===== src/double_ended_queue_unit_macros.svh =====
// assertion helpers for the deque unit, sampled on clk and disabled while rst is high
`ifndef DOUBLE_ENDED_QUEUE_UNIT_MACROS_SVH
`define DOUBLE_ENDED_QUEUE_UNIT_MACROS_SVH

// same-cycle implication
`define DEQ_ASSERT_NOW(lbl, ante, cons, msg) \
  lbl: assert property (@(posedge clk) disable iff (rst) (ante) |-> (cons)) else $error(msg);

// next-cycle implication
`define DEQ_ASSERT_NEXT(lbl, ante, cons, msg) \
  lbl: assert property (@(posedge clk) disable iff (rst) (ante) |=> (cons)) else $error(msg);

`endif


===== src/deq_pkg.sv =====
`default_nettype none

package deq_pkg;

  localparam int ELEM_W = 32;
  localparam int REQ_W  = 3;
  localparam int STAT_W = 2;

  typedef logic signed [ELEM_W-1:0] elem_t;
  typedef logic [REQ_W-1:0]         req_t;
  typedef logic [STAT_W-1:0]        stat_t;

  localparam elem_t INT_MAX = 32'sh7FFF_FFFF;

  localparam req_t REQ_PUSH_FRONT = 3'd0;
  localparam req_t REQ_PUSH_BACK  = 3'd1;
  localparam req_t REQ_POP_FRONT  = 3'd2;
  localparam req_t REQ_POP_BACK   = 3'd3;
  localparam req_t REQ_QUERY      = 3'd4;

  localparam stat_t STAT_DONE      = 2'd0;
  localparam stat_t STAT_POP_EMPTY = 2'd1;
  localparam stat_t STAT_PUSH_FULL = 2'd2;

  typedef enum logic [3:0] {
    ST_IDLE = 4'b0001,
    ST_EXEC = 4'b0010,
    ST_READ = 4'b0100,
    ST_RESP = 4'b1000
  } state_t;

  // controller to datapath commands
  typedef struct packed {
    logic load;  // capture the request
    logic exec;  // update pointers, count and store
    logic read;  // fetch front and back entries
  } deq_cmd_t;

endpackage

`default_nettype wire


===== src/deq_ctrl.sv =====
`default_nettype none

module deq_ctrl (
  input  wire logic            clk,
  input  wire logic            rst,
  input  wire logic            start,
  output logic                 busy,
  output logic                 done,
  output deq_pkg::deq_cmd_t    cmd
);
  import deq_pkg::*;

  state_t state;
  state_t state_next;
  logic   accept;

  assign busy   = (state == ST_EXEC) || (state == ST_READ);
  assign accept = start && !busy;
  assign done   = (state == ST_RESP);

  assign cmd.load = accept;
  assign cmd.exec = (state == ST_EXEC);
  assign cmd.read = (state == ST_READ);

  always_comb begin
    case (state)
      ST_IDLE: begin
        state_next = start ? ST_EXEC : ST_IDLE;
      end
      ST_EXEC: begin
        state_next = ST_READ;
      end
      ST_READ: begin
        state_next = ST_RESP;
      end
      ST_RESP: begin
        // a new item may enter while the result is shown
        state_next = start ? ST_EXEC : ST_IDLE;
      end
      default: begin
        state_next = ST_IDLE;
      end
    endcase
  end

  always_ff @(posedge clk) begin
    if (rst) begin
      state <= ST_IDLE;
    end else begin
      state <= state_next;
    end
  end

endmodule

`default_nettype wire


===== src/deq_dpath.sv =====
`default_nettype none

module deq_dpath #(
  parameter int DEPTH = 16
) (
  input  wire logic                         clk,
  input  wire logic                         rst,
  input  wire deq_pkg::deq_cmd_t            cmd,
  input  wire deq_pkg::req_t                req_type,
  input  wire deq_pkg::elem_t               push_value,
  output deq_pkg::elem_t                    front_value,
  output deq_pkg::elem_t                    back_value,
  output logic [$clog2(DEPTH+1)-1:0]        fill_count,
  output logic                              is_empty,
  output deq_pkg::stat_t                    status
);
  import deq_pkg::*;

  localparam int IW = $clog2(DEPTH);
  localparam int CW = $clog2(DEPTH + 1);
  localparam int SW = IW + 1;

  localparam logic [IW-1:0] LAST_POS = IW'(DEPTH - 1);
  localparam logic [CW-1:0] FULL_CNT = CW'(DEPTH);
  localparam logic [SW-1:0] WRAP     = SW'(DEPTH);

  elem_t mem [DEPTH];

  req_t  req_q;
  elem_t val_q;
  elem_t front_q;
  elem_t back_q;

  logic [IW-1:0] first_index;
  logic [IW-1:0] first_index_next;
  logic [CW-1:0] count;
  logic [CW-1:0] count_next;
  stat_t         status_q;
  stat_t         status_next;

  logic          full;
  logic          empty;
  logic [IW-1:0] first_dec;
  logic [IW-1:0] first_inc;
  logic [SW-1:0] tail_sum;
  logic [IW-1:0] tail_pos;
  logic [SW-1:0] back_sum;
  logic [IW-1:0] back_pos;
  logic          wr_en;
  logic [IW-1:0] wr_addr;

  assign full  = (count == FULL_CNT);
  assign empty = (count == '0);

  // ring arithmetic, works for any depth
  assign first_dec = (first_index == '0) ? LAST_POS : first_index - 1'b1;
  assign first_inc = (first_index == LAST_POS) ? '0 : first_index + 1'b1;

  assign tail_sum = {1'b0, first_index} + SW'(count);
  assign tail_pos = (tail_sum >= WRAP) ? IW'(tail_sum - WRAP) : IW'(tail_sum);

  assign back_sum = {1'b0, first_index} + SW'(count) - 1'b1;
  assign back_pos = (back_sum >= WRAP) ? IW'(back_sum - WRAP) : IW'(back_sum);

  always_comb begin
    first_index_next = first_index;
    count_next       = count;
    status_next      = STAT_DONE;
    wr_en            = 1'b0;
    wr_addr          = tail_pos;
    case (req_q)
      REQ_PUSH_FRONT: begin
        if (full) begin
          status_next = STAT_PUSH_FULL;
        end else begin
          first_index_next = first_dec;
          wr_en            = 1'b1;
          wr_addr          = first_dec;
          count_next       = count + 1'b1;
        end
      end
      REQ_PUSH_BACK: begin
        if (full) begin
          status_next = STAT_PUSH_FULL;
        end else begin
          wr_en      = 1'b1;
          count_next = count + 1'b1;
        end
      end
      REQ_POP_FRONT: begin
        if (empty) begin
          status_next = STAT_POP_EMPTY;
        end else begin
          first_index_next = first_inc;
          count_next       = count - 1'b1;
        end
      end
      REQ_POP_BACK: begin
        if (empty) begin
          status_next = STAT_POP_EMPTY;
        end else begin
          count_next = count - 1'b1;
        end
      end
      REQ_QUERY: begin
        status_next = STAT_DONE;
      end
      default: begin
        status_next = STAT_DONE;
      end
    endcase
  end

  always_ff @(posedge clk) begin
    if (cmd.load) begin
      req_q <= req_type;
      val_q <= push_value;
    end
  end

  always_ff @(posedge clk) begin
    if (rst) begin
      first_index <= '0;
      count       <= '0;
      status_q    <= STAT_DONE;
    end else if (cmd.exec) begin
      first_index <= first_index_next;
      count       <= count_next;
      status_q    <= status_next;
    end
  end

  // one write port, two registered read ports
  always_ff @(posedge clk) begin
    if (cmd.exec && wr_en) begin
      mem[wr_addr] <= val_q;
    end
    if (cmd.read) begin
      front_q <= mem[first_index];
      back_q  <= mem[back_pos];
    end
  end

  assign front_value = empty ? INT_MAX : front_q;
  assign back_value  = empty ? INT_MAX : back_q;
  assign fill_count  = count;
  assign is_empty    = empty;
  assign status      = status_q;

endmodule

`default_nettype wire


===== src/double_ended_queue_unit.sv =====
// double-ended queue of signed 32-bit values held in a ring store of DEPTH entries
//
// request channel: an item (req_type, push_value) is taken at a rising edge with
//   start high and busy low; req_type 0 push front, 1 push back, 2 pop front,
//   3 pop back, anything else query only
// result channel: done is high for exactly one cycle and carries front_value,
//   back_value (both 2147483647 when empty), fill_count, is_empty and status
//   (0 done, 1 pop on empty ignored, 2 push on full rejected)
// path: an accepted item passes the exec state and then the read state, and its
//   result is shown in the resp state; a new item may be started in the cycle
//   that shows the previous result, but not while busy. the store sets this pace:
//   the item writes its entry in the exec state, and front and back are read
//   from it with registered read data in the read state that follows
// reset: rst is synchronous; it empties the deque and returns the controller to
//   idle. stored entries are not cleared, only held entries are ever shown
// the receiver has no stall: each result is shown once and must be taken then
`include "double_ended_queue_unit_macros.svh"
`default_nettype none

module double_ended_queue_unit #(
  parameter int DEPTH = 16
) (
  input  wire logic                     clk,
  input  wire logic                     rst,
  // request channel
  input  wire logic                     start,
  output logic                          busy,
  input  wire deq_pkg::req_t            req_type,
  input  wire deq_pkg::elem_t           push_value,
  // result channel
  output logic                          done,
  output deq_pkg::elem_t                front_value,
  output deq_pkg::elem_t                back_value,
  output logic [$clog2(DEPTH+1)-1:0]    fill_count,
  output logic                          is_empty,
  output deq_pkg::stat_t                status
);
  import deq_pkg::*;

  localparam int CW = $clog2(DEPTH + 1);

  deq_cmd_t cmd;

  // sequencer: idle, exec (pointer and store update), read, resp
  deq_ctrl u_ctrl (
    .clk   (clk),
    .rst   (rst),
    .start (start),
    .busy  (busy),
    .done  (done),
    .cmd   (cmd)
  );

  // request registers, ring pointers, count and the element store
  deq_dpath #(
    .DEPTH (DEPTH)
  ) u_dpath (
    .clk         (clk),
    .rst         (rst),
    .cmd         (cmd),
    .req_type    (req_type),
    .push_value  (push_value),
    .front_value (front_value),
    .back_value  (back_value),
    .fill_count  (fill_count),
    .is_empty    (is_empty),
    .status      (status)
  );

  // an accepted item keeps the block busy for its update cycle
  `DEQ_ASSERT_NEXT(a_accept_busy, start && !busy, busy && cmd.exec, "accepted item did not start")
  // the count never passes the store depth
  `DEQ_ASSERT_NOW(a_count_bound, done, fill_count <= CW'(DEPTH), "fill count beyond depth")
  // a rejected push only happens on a full store
  `DEQ_ASSERT_NOW(a_full_reject, done && (status == STAT_PUSH_FULL), fill_count == CW'(DEPTH), "push rejected while not full")
  // an empty deque shows the empty marker on both ends
  `DEQ_ASSERT_NOW(a_empty_marker, done && is_empty, (front_value == INT_MAX) && (back_value == INT_MAX), "empty deque shows stale values")

endmodule

`default_nettype wire


===== config.mk =====
export PLATFORM = sky130hd
export DESIGN_NAME = double_ended_queue_unit
export DESIGN_NICKNAME = d
export VERILOG_FILES = /design/src/deq_pkg.sv /design/src/deq_ctrl.sv /design/src/deq_dpath.sv /design/src/double_ended_queue_unit.sv
export VERILOG_INCLUDE_DIRS = /design/src /design/src/src
export SDC_FILE = /design/constraint.sdc
export NUM_CORES = 1
export LEC_CHECK = 0
export BUFFER_PORTS_ARGS = -buffer_cell sky130_fd_sc_hd__buf_2
export CORE_MARGIN = 1
export CORE_UTILIZATION = 40
export CTS_BUF_LIST = sky130_fd_sc_hd__clkbuf_4
export CTS_CLUSTER_DIAMETER = 50
export DETAILED_ROUTE_END_ITERATION = 8
export GPL_TIMING_DRIVEN = 1
export PLACE_DENSITY = 0.62
export SYNTH_ARGS = -nofsm -noshare
export SYNTH_HDL_FRONTEND = slang
export SYNTH_SLANG_ARGS = --single-unit
export TNS_END_PERCENT = 100

===== constraint.sdc =====
create_clock -name clk -period 25.6 [get_ports clk]
set_input_delay 0 -clock clk [delete_from_list [all_inputs] [get_ports clk]]
set_output_delay 0 -clock clk [all_outputs]
set_load 0.01 [all_outputs]

==> flow_metrics.env <==
export IMPL_status="finished clean"
export IMPL_pwr_density_cell_mw_per_mm2=62.8
export IMPL_yosysWarnings=0
export IMPL_firstDrtPassIters=5
export IMPL_min_period_over_period=0.196
export IMPL_vias=16600
export IMPL_min_path_type="in2reg"
export IMPL_syn_area_per_cell_um2=18.1
export IMPL_r2r_end="u_dpath.back_q[8]$_DFFE_PP_"
export IMPL_core_area_mm2=0.0689
export IMPL_ys_seq_area_frac=0.665
export IMPL_grt_pass1_vias=17400
export IMPL_final_cell_mix="edfxtp_1 (611), mux4_2 (256), clkbuf_4 (238)"
export IMPL_routedWlPerCell_um=25.6
export IMPL_layout_commonest_cell="edfxtp_1"
export IMPL_h_tree_depth=4
export IMPL_synth_top_cell_area_share=0.655
export IMPL_fin_nets=1892
export IMPL_dp_hpwl_um=39000
export IMPL_crit_type="reg2reg"
export IMPL_holdPathEnd="u_dpath.val_q[24]$_DFFE_PP_"
export IMPL_cts_max_path_buffers=3
export IMPL_root_buffer="clkbuf_4"
export IMPL_relSlewSlack=0.239
export IMPL_clkTransAtPathRegs_ps=60
export IMPL_ff2ff_setup_slack_ps=20590
export IMPL_tritoncts="built"
export IMPL_pin_count=112
export IMPL_dieArea_mm2=0.0711
export IMPL_netlist_instances=1545
export IMPL_finalSetupViolCount=0
export IMPL_crit_arrival_ps=5730
export IMPL_grt_max_degree=101
export IMPL_hold_ws_ps=166
export IMPL_grtUsageTotal=0.213
export IMPL_start_kind="register"
export IMPL_rsz0062_at_grt="no"
export IMPL_io_buffers=111
export IMPL_clock_skew_ps=54.7
export IMPL_hold_start="start"
export IMPL_yosysTopAreaCell="edfxtp_1"
export IMPL_crit_reg2reg_launch="u_dpath.first_index[0]$_SDFFE_PP0P_"
export IMPL_synthArstFlopShare=0
export IMPL_ant_nets=0
export IMPL_ys_types=48
export IMPL_dr_first_iter_drc_count=1578
export IMPL_syn_to_final_growth_pct=16.4
export IMPL_maxSlewViolCount=0
export IMPL_rows=96
export IMPL_globalplace_congestion=0.778
export IMPL_drc=0
export IMPL_cts_buffers=168
export IMPL_leakage_nw=10.3
export IMPL_placed_cell_area_mm2=0.0298
export IMPL_netlist_area_mm2=0.0280
export IMPL_tightest_slew_ps=1140
export IMPL_drive_gt1_frac=0.393
export IMPL_die_w_um=267
export IMPL_dieHeight_um=267
export IMPL_wl_um=73900
export IMPL_clk_latency_ps=1050
export IMPL_grt_pass1_wl_um=110000
export IMPL_cp_end_kind="register"
export IMPL_critPathRequiredTime_ps=26320
export IMPL_grt_overflow_total=0
export IMPL_fin_area_mm2=0.0326
export IMPL_synth_main_ff_cell="edfxtp_1"
export IMPL_min_period_ps=5010
export IMPL_start_util=0.407
export IMPL_synth_nets=1594
export IMPL_path_max_fanout=60
export IMPL_synth_area_top_cells="edfxtp_1 (65%), mux4_2 (21%), nand2_1 (2.6%), a31oi_1 (1.5%), or2_2 (1.4%)"
export IMPL_viasPerCell=5.76
export IMPL_antenna_found_initial=5
export IMPL_synth_seq_cells=626
export IMPL_hold_depth=3
export IMPL_fin_tns_setup_ps=0
export IMPL_hold_violations=0
export IMPL_vdd_drop_max_uv=32.2
export IMPL_clkSinkCount=626
export IMPL_reg2reg_depth=9
export IMPL_cap_violations=0
export IMPL_synth_edff_count=611
export IMPL_max_freq_ghz=0.200
export IMPL_total_power_mw=2.05
per-layer routing:
layer	up-vias	share of wire	GRT usage	routed length, um
li1	7045	-	-	-
met1	8640	0.40	0.277	29700
met2	806	0.50	0.352	36900
met3	147	0.073	0.0453	5410
met4	0	0.027	0.0806	1960
met5	-	0	0	0
state kept, by name (all words and copies together), names as in the netlist:
| signal | cells |
|---|---|
| u_dpath.mem | 512 |
| u_dpath.first_index | 4 |
| u_dpath.val_q | 32 |
| u_ctrl.state | 4 |
| u_dpath.back_q | 32 |
| u_dpath.fill_count | 5 |
| u_dpath.front_q | 32 |
| u_dpath.req_q | 3 |
| u_dpath.status | 2 |
cells in the mapped netlist (all sizes together), types with 3 or more instances:
cell type,n
nand2,194
nor2,17
nand3,4
ha,9
inv,10
and2,34
clkbuf,60
a21o,3
nor4b,3
nor2b,6
o21ai,7
mux2,3
a21oi,9
or2,62
a31oi,69
nor3,23
buf,47
xnor2,9
mux4,256
and3,31
xor2,3
mux2i,5
a211oi,35
edfxtp,611
dfxtp,15
area by class of cell:
cell class                      instances  area, um2
Sequential cell                       626      18700
Fill cell                            5906      36300
Tap cell                              931       1160
Clock inverter                         45        240
Timing Repair Buffer                  235       1690
Antenna cell                            4       10.0
Inverter                               12       45.0
Clock buffer                          238       1790
Multi-Input combinational cell        800       9020
kinds of logic (layout without fill, tap and decap cells):
kind of cell	after synthesis	in the layout	share of synthesized area
other	0	4	0
and+or+nand+nor	383	383	0.0666
adders and majority gates	11	11	0.00545
AOI/OAI and AO/OA	129	129	0.0311
buffers and inverters	119	530	0.0179
muxes	264	264	0.209
xor gates and xnor gates	13	13	0.00509
DFF	626	626	0.665
power by group:
part           total, mW  switching [mW]  internal (mW)
registers           1.14          0.0141           1.13
logic             0.0586          0.0301         0.0285
clock network      0.846           0.409          0.437
total               2.05           0.453           1.60
what timing repair did:
action / 4_1_cts / 5_1_grt
buffers inserted: 0 / 0
hold buffers: 76 / 0
endpoints found under the hold margin: 85 / 0
gates resized for setup: 0 / 0
worst max-delay path, cell delays in order, from the launching register on:
cell,delay [ps]
dfxtp_4,730
ha_4,660
inv_1,210
ha_4,510
buf_4,730
buf_4,860
mux4_2,410
and2_1,170
a211oi_1,260
a31oi_1,60
how the worst max path moves through the flow:
| stage | startpoint | slack (ps) | cells after the start | end |
|---|---|---|---|---|
| 2_1_floorplan | u_ctrl.state[2]$_SDFF_PP0_ | 16730 | 3 | u_dpath.req_q[0]$_DFFE_PP_ |
| 3_3_place_gp | u_dpath.first_index[0]$_SDFFE_PP0P_ | 20590 | 9 | u_dpath.back_q[8]$_DFFE_PP_ |
| 3_5_place_dp | u_dpath.first_index[0]$_SDFFE_PP0P_ | 20530 | 9 | u_dpath.back_q[8]$_DFFE_PP_ |
| 4_1_cts | u_dpath.first_index[0]$_SDFFE_PP0P_ | 20560 | 9 | u_dpath.back_q[8]$_DFFE_PP_ |
| 5_1_grt | u_dpath.first_index[0]$_SDFFE_PP0P_ | 20240 | 9 | u_dpath.back_q[8]$_DFFE_PP_ |
| 6_report | u_dpath.first_index[0]$_SDFFE_PP0P_ | 20590 | 9 | u_dpath.back_q[8]$_DFFE_PP_ |
per-stage QoR:
step	std cells	util	worst slack, ps
finish	2891	0.473	20590
global route	2889	0.473	20240
CTS	2887	0.473	20560
detailed placement	2528	0.433	20530
global placement	2528	0.433	20590
floorplan	1545	-	16730
(Power assumes the default switching activity.)
